`src/sv/cle_pkg.sv`:
```
// Shared types and character codes for the console line editor.
`timescale 1ns / 1ps

package cle_pkg;

   localparam int BUF_DEPTH_DEF = 128;

   // Request kinds
   localparam logic CMD_RECEIVE = 1'b0;
   localparam logic CMD_READ    = 1'b1;

   // Escape phases
   localparam logic [1:0] PH_NORMAL  = 2'd0;
   localparam logic [1:0] PH_ESC     = 2'd1;
   localparam logic [1:0] PH_BRACKET = 2'd2;

   // Character codes
   localparam logic [7:0] CH_NUL     = 8'h00;
   localparam logic [7:0] CH_CTRL_C  = 8'h03;
   localparam logic [7:0] CH_CTRL_D  = 8'h04;
   localparam logic [7:0] CH_CTRL_H  = 8'h08;
   localparam logic [7:0] CH_TAB     = 8'h09;
   localparam logic [7:0] CH_LF      = 8'h0A;
   localparam logic [7:0] CH_CR      = 8'h0D;
   localparam logic [7:0] CH_CTRL_P  = 8'h10;
   localparam logic [7:0] CH_CTRL_U  = 8'h15;
   localparam logic [7:0] CH_ESC     = 8'h1B;
   localparam logic [7:0] CH_LETTER_A = 8'h41;
   localparam logic [7:0] CH_LETTER_B = 8'h42;
   localparam logic [7:0] CH_BRACKET = 8'h5B;
   localparam logic [7:0] CH_DEL     = 8'h7F;
   localparam logic [7:0] ERASE_MAX  = 8'hFF;

   // Controller to datapath commands
   typedef struct packed {
      logic accept;     // take the request beat
      logic arrow_1;    // store the bracket of an arrow sequence
      logic arrow_2;    // store the letter and commit
      logic read_done;  // store data is back, finish the pop
   } dp_cmd_type;

   // Datapath to controller status
   typedef struct packed {
      logic read_start;   // read of a non-empty buffer
      logic arrow_start;  // arrow key with room for three bytes
   } dp_sts_type;

endpackage

```
`src/sv/cle_ram.sv`:
```
// Generic simple dual-port RAM with registered read.
`timescale 1ns / 1ps

module cle_ram #(
   parameter int WIDTH = 8,
   parameter int DEPTH = cle_pkg::BUF_DEPTH_DEF
) (
   input  logic                     clock,
   input  logic                     wr_en,
   input  logic [$clog2(DEPTH)-1:0] wr_addr,
   input  logic [WIDTH-1:0]         wr_data,
   input  logic [$clog2(DEPTH)-1:0] rd_addr,
   output logic [WIDTH-1:0]         rd_data
);

   logic [WIDTH-1:0] mem_ff [DEPTH];
   logic [WIDTH-1:0] rd_data_ff;

   always_ff @(posedge clock) begin
      if (wr_en) begin
         mem_ff[wr_addr] <= wr_data;
      end
      rd_data_ff <= mem_ff[rd_addr];
   end

   assign rd_data = rd_data_ff;

endmodule

```
`src/sv/cle_ctrl.sv`:
```
// Sequencer for the console line editor: accept, multi-beat stores and reads, result strobe.
`timescale 1ns / 1ps

module cle_ctrl (
   input  logic                clock,
   input  logic                reset,
   input  logic                start,
   input  cle_pkg::dp_sts_type sts,
   output cle_pkg::dp_cmd_type cmd,
   output logic                busy,
   output logic                rsp_valid
);

   localparam logic [2:0] S_IDLE = 3'd0;
   localparam logic [2:0] S_RDW  = 3'd1;
   localparam logic [2:0] S_AR1  = 3'd2;
   localparam logic [2:0] S_AR2  = 3'd3;
   localparam logic [2:0] S_RESP = 3'd4;

   logic [2:0] state_ff;
   logic [2:0] state_in;

   always_comb begin
      state_in = state_ff;
      cmd      = '0;
      case (state_ff)
         S_IDLE: begin
            if (start) begin
               cmd.accept = 1'b1;
               if (sts.read_start) begin
                  state_in = S_RDW;
               end else if (sts.arrow_start) begin
                  state_in = S_AR1;
               end else begin
                  state_in = S_RESP;
               end
            end
         end
         S_RDW: begin
            cmd.read_done = 1'b1;
            state_in      = S_RESP;
         end
         S_AR1: begin
            cmd.arrow_1 = 1'b1;
            state_in    = S_AR2;
         end
         S_AR2: begin
            cmd.arrow_2 = 1'b1;
            state_in    = S_RESP;
         end
         S_RESP: begin
            state_in = S_IDLE;
         end
         default: begin
            state_in = S_IDLE;
         end
      endcase
   end

   always_ff @(posedge clock) begin
      if (reset) begin
         state_ff <= S_IDLE;
      end else begin
         state_ff <= state_in;
      end
   end

   assign busy      = (state_ff != S_IDLE);
   assign rsp_valid = (state_ff == S_RESP);

endmodule

```
`src/sv/cle_datapath.sv`:
```
// Pointers, escape phase, line store access and result registers.
`timescale 1ns / 1ps

module cle_datapath #(
   parameter int BUF_DEPTH = cle_pkg::BUF_DEPTH_DEF
) (
   input  logic                clock,
   input  logic                reset,
   input  cle_pkg::dp_cmd_type cmd,
   output cle_pkg::dp_sts_type sts,
   input  logic                req_cmd,
   input  logic [7:0]          req_rx_byte,
   input  logic                req_first_in_read,
   output logic                rsp_echo_valid,
   output logic [7:0]          rsp_echo_byte,
   output logic [7:0]          rsp_erase_count,
   output logic                rsp_line_ready,
   output logic                rsp_dump_request,
   output logic                rsp_interrupt_request,
   output logic                rsp_read_valid,
   output logic [7:0]          rsp_read_byte,
   output logic                rsp_read_end_of_line,
   output logic                rsp_read_eof,
   output logic                rsp_read_empty
);

   localparam int PW = $clog2(2 * BUF_DEPTH);
   localparam int AW = $clog2(BUF_DEPTH);
   localparam int EW = (PW + 1 > 8) ? PW + 1 : 8;
   localparam logic [PW:0]   DEPTH_W = (PW + 1)'(BUF_DEPTH);
   localparam logic [PW:0]   MOD_W   = (PW + 1)'(2 * BUF_DEPTH);
   localparam logic [PW-1:0] LAST_P  = PW'(2 * BUF_DEPTH - 1);

   function automatic logic [AW-1:0] to_addr(input logic [PW-1:0] p);
      logic [PW:0] pe;
      pe = {1'b0, p};
      return (pe >= DEPTH_W) ? AW'(pe - DEPTH_W) : AW'(pe);
   endfunction

   function automatic logic [PW-1:0] ptr_inc(input logic [PW-1:0] p);
      return (p == LAST_P) ? '0 : p + 1'b1;
   endfunction

   function automatic logic [PW-1:0] ptr_dec(input logic [PW-1:0] p);
      return (p == '0) ? LAST_P : p - 1'b1;
   endfunction

   function automatic logic [PW:0] ptr_diff(input logic [PW-1:0] a, input logic [PW-1:0] b);
      logic [PW:0] ae;
      logic [PW:0] be;
      ae = {1'b0, a};
      be = {1'b0, b};
      return (ae >= be) ? ae - be : ae + MOD_W - be;
   endfunction

   function automatic logic [7:0] erase_sat(input logic [PW:0] d);
      logic [EW-1:0] dx;
      dx = EW'(d);
      return (dx > EW'(cle_pkg::ERASE_MAX)) ? cle_pkg::ERASE_MAX : dx[7:0];
   endfunction

   logic [PW-1:0] read_ptr_ff,   read_ptr_in;
   logic [PW-1:0] commit_ptr_ff, commit_ptr_in;
   logic [PW-1:0] edit_ptr_ff,   edit_ptr_in;
   logic [1:0]    phase_ff,      phase_in;
   logic [7:0]    letter_ff,     letter_in;
   logic          first_ff,      first_in;

   logic          echo_valid_ff, echo_valid_in;
   logic [7:0]    echo_byte_ff,  echo_byte_in;
   logic [7:0]    erase_ff,      erase_in;
   logic          ready_ff,      ready_in;
   logic          dump_ff,       dump_in;
   logic          intr_ff,       intr_in;
   logic          rd_valid_ff,   rd_valid_in;
   logic [7:0]    rd_byte_ff,    rd_byte_in;
   logic          rd_eol_ff,     rd_eol_in;
   logic          rd_eof_ff,     rd_eof_in;
   logic          rd_empty_ff,   rd_empty_in;

   logic          wr_en;
   logic [AW-1:0] wr_addr;
   logic [7:0]    wr_data;
   logic [7:0]    rd_data;

   logic [PW:0]   fill;
   logic [PW:0]   fill_committed;
   logic [PW:0]   uncommitted;
   logic          is_arrow;
   logic          arrow_room;
   logic          has_room;
   logic [7:0]    ch;

   assign fill           = ptr_diff(edit_ptr_ff, read_ptr_ff);
   assign fill_committed = ptr_diff(commit_ptr_ff, read_ptr_ff);
   assign uncommitted    = ptr_diff(edit_ptr_ff, commit_ptr_ff);
   assign has_room       = (fill < DEPTH_W);
   assign arrow_room     = (fill_committed + (PW + 1)'(3) <= DEPTH_W);
   assign is_arrow       = (req_rx_byte == cle_pkg::CH_LETTER_A)
                           || (req_rx_byte == cle_pkg::CH_LETTER_B);
   assign ch             = (req_rx_byte == cle_pkg::CH_CR) ? cle_pkg::CH_LF : req_rx_byte;

   assign sts.read_start  = (req_cmd == cle_pkg::CMD_READ) && (read_ptr_ff != commit_ptr_ff);
   assign sts.arrow_start = (req_cmd == cle_pkg::CMD_RECEIVE) && (phase_ff == cle_pkg::PH_BRACKET)
                            && is_arrow && arrow_room;

   always_comb begin
      read_ptr_in   = read_ptr_ff;
      commit_ptr_in = commit_ptr_ff;
      edit_ptr_in   = edit_ptr_ff;
      phase_in      = phase_ff;
      letter_in     = letter_ff;
      first_in      = first_ff;
      echo_valid_in = echo_valid_ff;
      echo_byte_in  = echo_byte_ff;
      erase_in      = erase_ff;
      ready_in      = ready_ff;
      dump_in       = dump_ff;
      intr_in       = intr_ff;
      rd_valid_in   = rd_valid_ff;
      rd_byte_in    = rd_byte_ff;
      rd_eol_in     = rd_eol_ff;
      rd_eof_in     = rd_eof_ff;
      rd_empty_in   = rd_empty_ff;
      wr_en         = 1'b0;
      wr_addr       = to_addr(edit_ptr_ff);
      wr_data       = ch;

      if (cmd.accept) begin
         letter_in     = req_rx_byte;
         first_in      = req_first_in_read;
         echo_valid_in = 1'b0;
         echo_byte_in  = '0;
         erase_in      = '0;
         ready_in      = 1'b0;
         dump_in       = 1'b0;
         intr_in       = 1'b0;
         rd_valid_in   = 1'b0;
         rd_byte_in    = '0;
         rd_eol_in     = 1'b0;
         rd_eof_in     = 1'b0;
         rd_empty_in   = 1'b0;
         if (req_cmd == cle_pkg::CMD_READ) begin
            rd_empty_in = (read_ptr_ff == commit_ptr_ff);
         end else if (phase_ff == cle_pkg::PH_ESC) begin
            phase_in = (req_rx_byte == cle_pkg::CH_BRACKET) ? cle_pkg::PH_BRACKET
                                                            : cle_pkg::PH_NORMAL;
         end else if (phase_ff == cle_pkg::PH_BRACKET) begin
            phase_in = cle_pkg::PH_NORMAL;
            if (is_arrow) begin
               erase_in    = erase_sat(uncommitted);
               edit_ptr_in = commit_ptr_ff;
               if (arrow_room) begin
                  wr_en       = 1'b1;
                  wr_addr     = to_addr(commit_ptr_ff);
                  wr_data     = cle_pkg::CH_ESC;
                  edit_ptr_in = ptr_inc(commit_ptr_ff);
               end
            end
         end else if (req_rx_byte == cle_pkg::CH_ESC) begin
            phase_in = cle_pkg::PH_ESC;
         end else if (req_rx_byte == cle_pkg::CH_CTRL_C) begin
            intr_in = 1'b1;
         end else if (req_rx_byte == cle_pkg::CH_CTRL_P) begin
            dump_in = 1'b1;
         end else if (req_rx_byte == cle_pkg::CH_CTRL_U) begin
            erase_in    = erase_sat(uncommitted);
            edit_ptr_in = commit_ptr_ff;
         end else if ((req_rx_byte == cle_pkg::CH_CTRL_H)
                      || (req_rx_byte == cle_pkg::CH_DEL)) begin
            if (edit_ptr_ff != commit_ptr_ff) begin
               edit_ptr_in = ptr_dec(edit_ptr_ff);
               erase_in    = 8'd1;
            end
         end else if (req_rx_byte == cle_pkg::CH_TAB) begin
            if (has_room) begin
               wr_en         = 1'b1;
               edit_ptr_in   = ptr_inc(edit_ptr_ff);
               commit_ptr_in = ptr_inc(edit_ptr_ff);
               ready_in      = 1'b1;
            end
         end else if ((req_rx_byte != cle_pkg::CH_NUL) && has_room) begin
            echo_valid_in = 1'b1;
            echo_byte_in  = ch;
            wr_en         = 1'b1;
            edit_ptr_in   = ptr_inc(edit_ptr_ff);
            if ((ch == cle_pkg::CH_LF) || (ch == cle_pkg::CH_CTRL_D)
                || (fill + 1'b1 == DEPTH_W)) begin
               commit_ptr_in = ptr_inc(edit_ptr_ff);
               ready_in      = 1'b1;
            end
         end
      end

      if (cmd.arrow_1) begin
         wr_en       = 1'b1;
         wr_data     = cle_pkg::CH_BRACKET;
         edit_ptr_in = ptr_inc(edit_ptr_ff);
      end

      if (cmd.arrow_2) begin
         wr_en         = 1'b1;
         wr_data       = letter_ff;
         edit_ptr_in   = ptr_inc(edit_ptr_ff);
         commit_ptr_in = ptr_inc(edit_ptr_ff);
         ready_in      = 1'b1;
      end

      if (cmd.read_done) begin
         if (rd_data == cle_pkg::CH_CTRL_D) begin
            rd_eof_in = 1'b1;
            if (first_ff) begin
               read_ptr_in = ptr_inc(read_ptr_ff);
            end
         end else begin
            rd_valid_in = 1'b1;
            rd_byte_in  = rd_data;
            rd_eol_in   = (rd_data == cle_pkg::CH_LF);
            read_ptr_in = ptr_inc(read_ptr_ff);
         end
      end
   end

   always_ff @(posedge clock) begin
      if (reset) begin
         read_ptr_ff   <= '0;
         commit_ptr_ff <= '0;
         edit_ptr_ff   <= '0;
         phase_ff      <= cle_pkg::PH_NORMAL;
      end else begin
         read_ptr_ff   <= read_ptr_in;
         commit_ptr_ff <= commit_ptr_in;
         edit_ptr_ff   <= edit_ptr_in;
         phase_ff      <= phase_in;
      end
   end

   always_ff @(posedge clock) begin
      letter_ff     <= letter_in;
      first_ff      <= first_in;
      echo_valid_ff <= echo_valid_in;
      echo_byte_ff  <= echo_byte_in;
      erase_ff      <= erase_in;
      ready_ff      <= ready_in;
      dump_ff       <= dump_in;
      intr_ff       <= intr_in;
      rd_valid_ff   <= rd_valid_in;
      rd_byte_ff    <= rd_byte_in;
      rd_eol_ff     <= rd_eol_in;
      rd_eof_ff     <= rd_eof_in;
      rd_empty_ff   <= rd_empty_in;
   end

   cle_ram #(
      .WIDTH (8),
      .DEPTH (BUF_DEPTH)
   ) u_line_store (
      .clock   (clock),
      .wr_en   (wr_en),
      .wr_addr (wr_addr),
      .wr_data (wr_data),
      .rd_addr (to_addr(read_ptr_ff)),
      .rd_data (rd_data)
   );

   assign rsp_echo_valid        = echo_valid_ff;
   assign rsp_echo_byte         = echo_byte_ff;
   assign rsp_erase_count       = erase_ff;
   assign rsp_line_ready        = ready_ff;
   assign rsp_dump_request      = dump_ff;
   assign rsp_interrupt_request = intr_ff;
   assign rsp_read_valid        = rd_valid_ff;
   assign rsp_read_byte         = rd_byte_ff;
   assign rsp_read_end_of_line  = rd_eol_ff;
   assign rsp_read_eof          = rd_eof_ff;
   assign rsp_read_empty        = rd_empty_ff;

endmodule

```
`src/sv/console_line_editor.sv`:
```
// Top level of the console line editor: controller, datapath and line store.
`timescale 1ns / 1ps

// Canonical terminal input editor. Each request beat (start high while busy
// is low) is either a typed byte (req_cmd = 0) or a read of one committed
// byte (req_cmd = 1), and produces exactly one result beat: rsp_valid is high
// for one clock and the result fields are valid only in that cycle. The
// receiver cannot stall, so capture the result whenever rsp_valid is high.
// Busy rises the cycle after a request beat and drops in the cycle after the
// result beat, so start may be held high for back-to-back requests.
// Per beat: a typed byte goes from accept straight to the result state; a
// read of a non-empty buffer passes S_RDW for the registered read of the line
// store; an arrow key (ESC [ A or ESC [ B) with room passes S_AR1 and S_AR2,
// since its three bytes go through the single store write port one per cycle.
// Typed bytes go into a ring store of BUF_DEPTH entries; bytes between the
// commit and edit positions form the line still being edited and are not
// visible to reads until LF, Ctrl-D, tab, an arrow key or a full store commits
// them. No clearing pass follows reset: the block accepts a beat right away.

module console_line_editor #(
   parameter int BUF_DEPTH = cle_pkg::BUF_DEPTH_DEF
) (
   input  logic       clock,
   input  logic       reset,
   input  logic       start,
   output logic       busy,
   input  logic       req_cmd,
   input  logic [7:0] req_rx_byte,
   input  logic       req_first_in_read,
   output logic       rsp_valid,
   output logic       rsp_echo_valid,
   output logic [7:0] rsp_echo_byte,
   output logic [7:0] rsp_erase_count,
   output logic       rsp_line_ready,
   output logic       rsp_dump_request,
   output logic       rsp_interrupt_request,
   output logic       rsp_read_valid,
   output logic [7:0] rsp_read_byte,
   output logic       rsp_read_end_of_line,
   output logic       rsp_read_eof,
   output logic       rsp_read_empty
);

   cle_pkg::dp_cmd_type dp_cmd;
   cle_pkg::dp_sts_type dp_sts;

   // Sequence the beat: accept, extra store or read cycles, then strobe the result.
   cle_ctrl u_ctrl (
      .clock     (clock),
      .reset     (reset),
      .start     (start),
      .sts       (dp_sts),
      .cmd       (dp_cmd),
      .busy      (busy),
      .rsp_valid (rsp_valid)
   );

   // Hold the indices, escape phase and line store; build the result fields.
   cle_datapath #(
      .BUF_DEPTH (BUF_DEPTH)
   ) u_datapath (
      .clock                 (clock),
      .reset                 (reset),
      .cmd                   (dp_cmd),
      .sts                   (dp_sts),
      .req_cmd               (req_cmd),
      .req_rx_byte           (req_rx_byte),
      .req_first_in_read     (req_first_in_read),
      .rsp_echo_valid        (rsp_echo_valid),
      .rsp_echo_byte         (rsp_echo_byte),
      .rsp_erase_count       (rsp_erase_count),
      .rsp_line_ready        (rsp_line_ready),
      .rsp_dump_request      (rsp_dump_request),
      .rsp_interrupt_request (rsp_interrupt_request),
      .rsp_read_valid        (rsp_read_valid),
      .rsp_read_byte         (rsp_read_byte),
      .rsp_read_end_of_line  (rsp_read_end_of_line),
      .rsp_read_eof          (rsp_read_eof),
      .rsp_read_empty        (rsp_read_empty)
   );

endmodule
```
`config.mk`:
```
export PLATFORM = sky130hd
export DESIGN_NAME = console_line_editor
export DESIGN_NICKNAME = d
export VERILOG_FILES = /design/src/sv/cle_pkg.sv /design/src/sv/cle_ram.sv /design/src/sv/cle_ctrl.sv /design/src/sv/cle_datapath.sv /design/src/sv/console_line_editor.sv
export SDC_FILE = /design/constraint.sdc
export NUM_CORES = 1
export LEC_CHECK = 0
export ABC_CLOCK_PERIOD_IN_PS = 8100
export BUFFER_PORTS_ARGS = -buffer_cell sky130_fd_sc_hd__buf_2
export CAP_MARGIN = 30
export CORE_MARGIN = 10
export CORE_UTILIZATION = 59
export CTS_BUF_LIST = sky130_fd_sc_hd__clkbuf_4
export DETAILED_ROUTE_END_ITERATION = 8
export HOLD_SLACK_MARGIN = 0.12
export PLACE_DENSITY = 0.8
export SYNTH_ARGS = -nofsm -noshare
export SYNTH_HDL_FRONTEND = slang
export SYNTH_SLANG_ARGS = --single-unit
```
`constraint.sdc`:
```
create_clock -name clock -period 8.1 [get_ports clock]
set_input_delay 0.405 -clock clock [delete_from_list [all_inputs] [get_ports clock]]
set_output_delay 0.405 -clock clock [all_outputs]
set_load 0.03 [all_outputs]
```
# Yosys cells after proc, flatten, opt, wreduce, memory -nomap -nowiden
# Memories as Yosys holds them, arrays and structs flattened. A register that Yosys moved wholly into a read port is not among the register bits.
# Cells that the tools add are included.
# W data, S select, Z words.
[op_classes] n_addsub=17 n_lt_le_gt_ge=9 n_eq_ne=47 n_mux=122 bitwise=2 reduce_logical=29
[op_table] cell="$mux W8" n=56
[op_table] cell="$mux W7" n=9
[op_table] cell="$mux W1" n=46
[op_table] cell="$eq A8 B4 Y1 const B" n=5
[op_table] cell="$eq A8 B7 Y1 const B" n=4
[op_table] cell="$mux W9" n=3
[op_table] cell="$sub A8 B8 Y9" n=3
[op_table] cell="$sub A9 B8 Y9" n=3
[op_table] cell="$add A8 B1 Y8 const B" n=3
[op_table] cell="$eq A8 B5 Y1 const B" n=3
[op_table] cell="$eq A8 B8 Y1 const B" n=3
[op_table] cell="$ge A8 B8 Y1" n=3
[op_table] cell="$ge A8 B8 Y1 const B" n=3
[op_table] cell="$sub A7 B1 Y7 const B" n=3
[op_table] cell="$add A8 B9 Y9 const B" n=2
[op_table] cell="$eq A8 B3 Y1 const B" n=2
[op_table] cell="$ne A2 B2 Y1 const B" n=8
[op_table] cell="$ne A4 B3 Y1 const B" n=4
[op_table] cell="$ne A8 B8 Y1" n=2
[op_table] cell="$reduce_bool A3 Y1" n=5
[op_table] cell="$reduce_and A12 Y1" n=1
[op_table] cell="$reduce_and A10 Y1" n=1
[op_table] cell="$reduce_or A10 Y1" n=1
[op_table] cell="$add A9 B1 Y9 const B" n=1
[op_table] cell="other kinds (36)" n=52
[totals] reg_bits=70 ramBits=1024 input_bits=13 out_inout_bits=34 wordCells=245 mem_count=1
[memory_table] memory="u_datapath.u_line_store.mem_ff" depth=128 word_bits=8 rd=1 rd_ports_with_merged_regs=1 write_ports=1 line="cle_ram.sv:16" text="logic [WIDTH-1:0] mem_ff [DEPTH];"

# Depth between registers and ports, before layout
[depth] word_depth=20 ltp_mapped=15 mapped_depth_nobuf=12

# Modules after synthesis
# From an unflattened synthesis, not the netlist that was laid out.
[unflattened] hier_cells=2217 hier_area_um2=44798.0
[modules_own_cells] mod="cle_ram" instances=1 cells_each=1634 area_per_inst_um2=39656.8 seq_area_each_um2=30909.6
[modules_own_cells] mod="cle_datapath" instances=1 cells_each=565 area_per_inst_um2=4974.8 seq_area_each_um2=1631.6
[modules_own_cells] mod="cle_ctrl" instances=1 cells_each=18 area_per_inst_um2=166.4 seq_area_each_um2=60.1

# Worst setup path before layout
# OpenSTA, ideal clock, no wires.
[synth_timing] kind="register to register" startpoint="register u_datapath.read_ptr_ff[1]" endpoint="memory u_datapath.u_line_store.mem_ff[0][0] (data pin)" setup_time_ns=0.969 t_arrival_ns=7.230 t_required_ns=7.131 setup_slack_ns=-0.098 path_stages_with_launch=15 path_buffers=4 period_less_slack_ns=8.198 path_cell_list="dfxtp_1 clkbuf_1 clkbuf_1 clkbuf_1 inv_1 ha_1 nor2b_1 o2111ai_1 a31oi_1 or4_1 nand2_2 mux2i_1 buf_2 nand2_1 a31oi_1"
[synth_between] elab_chain_cells=12 elab_cells_between_ends=14 cone_classes="3 x add/sub; 2 x order compare; 9 x mux"
[synth_rtl] item="start, declared" line="cle_datapath.sv:62" text="logic [PW-1:0] read_ptr_ff, read_ptr_in;"
[synth_rtl] item="start signal, assigned" line="cle_datapath.sv:231" text="read_ptr_ff <= read_ptr_in;"
[synth_rtl] item="$sub A9 B8 Y9, or another cell as far along" line="cle_datapath.sv:53" text="return (ae >= be) ? ae - be : ae + MOD_W - be;"
[synth_rtl] item="$mux W9 (*)" line="cle_datapath.sv:53"
[synth_rtl] item="$add A9 B2 Y9 (*)" line="cle_datapath.sv:98" text="assign arrow_room = (fill_committed + (PW + 1)'(3) <= DEPTH_W);"
[synth_rtl] item="$le A9 B8 Y1 (*)" line="cle_datapath.sv:98"
[synth_rtl] item="$mux W8 (*)" line="cle_datapath.sv:153" text="if (arrow_room) begin"
[synth_rtl] item="$mux W8 (*)" line="cle_datapath.sv:150" text="if (is_arrow) begin"
[synth_rtl] item="$mux W8 (*)" line="cle_datapath.sv:148" text="end else if (phase_ff == cle_pkg::PH_BRACKET) begin"
[synth_rtl] item="$mux W8 (*)" line="cle_datapath.sv:145" text="end else if (phase_ff == cle_pkg::PH_ESC) begin"
[synth_rtl] item="$mux W8 (*)" line="cle_datapath.sv:143" text="if (req_cmd == cle_pkg::CMD_READ) begin"
[synth_rtl] item="$mux W8 (*)" line="cle_datapath.sv:129" text="if (cmd.accept) begin"
[synth_rtl] item="$mux W8 (*)" line="cle_datapath.sv:195" text="if (cmd.arrow_1) begin"
[synth_rtl] item="$mux W8 (*)" line="cle_datapath.sv:201" text="if (cmd.arrow_2) begin"
[synth_rtl] item="net u_datapath.u_line_store.wr_data[0]" line="cle_ram.sv:11" text="input logic [WIDTH-1:0] wr_data,"
[synth_rtl] item="end, declared" line="cle_ram.sv:16"
# Mark *: on every way through the listed nets, which the timed path passes. The rest lies on a longest branch.

# Worst setup path in the final report
[layout_timing] startpoint="register u_datapath.read_ptr_ff[1]" endpoint="memory u_datapath.u_line_store.mem_ff[101][4], enable pin"
[layout_between] elab_chain_cells=19 elab_cells_between_ends=36 cone_classes="5 x add/sub; 4 x order compare; 26 x mux; 1 x reduce/logical"
[layout_rtl] item="parallel branches: the longest is 19 deep, another holds $sub A9 B8 Y9"
# Parallel ways; which one is timed is not known.

==> qor.txt <==
status: finished, final reports clean
Core Footprint: 76,200 um^2
vias in the first global route: 25.5k
pin count of the biggest net entering global routing: 129
Slew Viols, Final: 0
top-area cell type share of the netlist area: 69.4%
first-pass GRT wire length: 164 mm
final period utilization: 73.1%
minimum clock period: 5920 ps
Yosys warnings: 0
number of buffers created by CTS: 287
First-pass DRT Iterations: 6
IO Pins: 47
remaining antenna violation count: 0
clk_skew: 65.6 ps
gp weighted congestion: 0.917
Worst slew margin: 29.8%
worst-skew pair later-pin latency: 1070 ps
Worst setup EP type: flop
cells after synthesis: 2,342
Register-to-Register Path Depth: 11
leakage: 15.9 nW
H-tree Lvls: 5
initial antenna violation count: 6
WL/cell: 28.3 um
clock transition at the registers of the reported paths: 60 ps
CTS tree: built
CTS root buf: clkbuf_4
WP data arrival: 6570 ps
setup TNS: 0 ps
Die Y: 298 um
Synth area leader: edfxtp_1
synthesis-to-layout area growth: 11.4%
most common cell in the synthesized netlist: edfxtp_1
crit path launch: u_datapath.read_ptr_ff[1]$_SDFFE_PP0P_
Worst setup endpoint: u_datapath.u_line_store.mem_ff[101][4]$_DFFE_PP_
share of cells above drive strength 1: 32.4%
worst endpoint required time: 8750 ps
worst slew pin tran: 1050 ps
Main synth FF type: edfxtp_1
Post CTS Setup Buffer Count: 0
Longest Clk Path Bufs: 4
cells resized by post-CTS repair: 0
#FFs+latches synth: 1,102
1st-iter DRT viols: 3,175
Worst Path Class, Setup: reg2reg
post-synthesis adder-cell area fraction: 0.983%
total die area: 88,800 um^2
max cap viols: 0
worst r2r src: u_datapath.read_ptr_ff[1]$_SDFFE_PP0P_
setup violation total in the final timing report: 0
fin cells: 3,819
post-cts hold buffer count: 16
largest family of logic cells by synthesized area: multiplexers
RSZ-0062 raised after global routing: no
# port buffers: 46
xor/xnor share of the synthesized area: 0.557%
Die Span X: 298 um
asr flop ratio synth: 0%
CP Max Fanout: 64
PwrDens: 230 nW/um^2
aggregate routed wire length: 108 mm
grt ovf: 0
initial core utilization: 59.8%
Hold WS: 220 ps
synthesized area: 45,600 um^2
worst reg2reg setup slack: 2180 ps
DR DRC count: 0
row count: 101
largest cells by area after synthesis: edfxtp_1 69%, mux4_2 17%, dfxtp_1 2.2%, nor2_1 1.7%, ha_1 0.85%
Mean Syn Cell Area: 19.5 um^2
Commonest cells post-synth: 1,053 x edfxtp_1, 336 x mux4_2, 212 x nor2_1
Reg-to-Reg End: u_datapath.u_line_store.mem_ff[101][4]$_DFFE_PP_
total track usage: 24.4%
total number of vias: 25.2k
Startpoint Class: flop
Seq/Total Area, Yosys: 71.5%
nets@finish: 2,653
post-synthesis compound-gate area fraction: 3.01%
Via-to-Cell Ratio: 6.60
Placed Cells: 3,328
dpl hpwl: 65.8 mm
Syn Nets: 2,389
Peak VDD IR: 0.000136 V
post-synth cell types: 84
Post-synth EDFFs: 1,053
post-synthesis mux area share: 17.5%
Max Freq: 169 MHz
# clock sinks: 1,102
Final Hold Viols: 0
post-synthesis simple-gate area fraction: 4.75%
Hold/Removal Path Class: in2reg
[worst min path at each step]
stage                                                   endpoint  depth (start not counted)                                       start
after CTS                      u_datapath.letter_ff[5]$_DFFE_PP_                          2                              req_rx_byte[5]
after global routing           u_datapath.letter_ff[1]$_DFFE_PP_                          2                              req_rx_byte[1]
after floorplan              u_datapath.rsp_read_byte[6]$_DFF_P_                          1  u_datapath.u_line_store.rd_data[6]$_DFF_P_
final                          u_datapath.letter_ff[1]$_DFFE_PP_                          2                              req_rx_byte[1]
after detailed placement  u_datapath.rsp_line_ready$_SDFFE_PP1P_                          2      u_datapath.rsp_line_ready$_SDFFE_PP1P_
after global placement         u_datapath.rsp_read_valid$_DFF_P_                          2           u_datapath.rsp_read_valid$_DFF_P_
[area by class of cell]
class,count,area [um^2]
well taps,1030,1290
inverters,45,171
fillers,4850,25400
repair buffers,102,978
diodes,3,7.51
clock buffers,396,2970
multi-input cells,1068,12300
flip-flops and latches,1102,32600
clock inverters,73,438
[routing by layer]
metal | wire length [um] | vias to the layer above | GRT usage (%)
met5 | 13 | - | 0
met4 | 3460 | 2 | 10.3
met3 | 12400 | 265 | 5.89
met2 | 52200 | 1825 | 37.4
met1 | 40000 | 12800 | 33.6
li1 | - | 10300 | -
[placed cells by master (no fill, tap or decap), drive strengths merged, types with 11 or more instances in the layout]
master       instances
mux4               336
buf                 86
nand2b              11
clkinv              62
xnor2               20
dfxtp               49
ha                  31
a211oi              13
clkbuf             396
nor3                39
edfxtp            1053
nand2               81
nor2               213
nand3               32
dlygate4sd3         16
mux2i               28
nor4                17
a21oi               41
a31oi               19
inv                 50
nand4               15
o21ai               26
[cell families after synthesis]
logic type | Yosys count
AO/OA/AOI/OAI | 174
XOR/XNOR | 29
adder cells (fa/ha/maj) | 34
buffers and inverters | 172
flip-flops | 1102
multiplexers | 366
AND/OR/NAND/NOR | 465
[where the power goes]
group	switching [mW]	internal (mW)
registers	0.0416	6.29
logic	0.514	0.256
clock network	2.14	2.44
total	2.70	8.98
[critical path, stage by stage, from the launching register on]
cell,delay (ps)
dfxtp_4,950
inv_1,310
fa_1,510
a211oi_1,410
nor2_1,120
xnor2_1,150
nor4_2,510
nand4_1,260
mux2i_4,610
buf_4,400
a31oi_4,440
nor2_1,770
[state kept, by name, summed over array words and instances (netlist names), 2 cells and up]
register                         count
u_datapath.u_line_store.mem_ff    1024
u_datapath.commit_ptr_ff             8
u_datapath.edit_ptr_ff               8
u_datapath.letter_ff                 8
u_datapath.read_ptr_ff               8
u_datapath.rsp_echo_byte             8
u_datapath.rsp_erase_count           8
u_datapath.rsp_read_byte             8
u_datapath.u_line_store.rd_data      8
u_ctrl.state_ff                      3
u_datapath.phase_ff                  2
[stage by stage]
stage          instance area, um^2  setup slack (ps)  utilization (%)  total power [mW]
2_1_floorplan                45600             -98.1                -              6.96
3_3_place_gp                 46800              2440             61.5              7.17
3_5_place_dp                 47100              2320             61.8              7.20
4_1_cts                      50700              2240             66.5              11.7
5_1_grt                      50800              1800             66.6              12.1
6_report                     50800              2180             66.6              11.7
No activity file was read; power rests on OpenSTA's default activity.
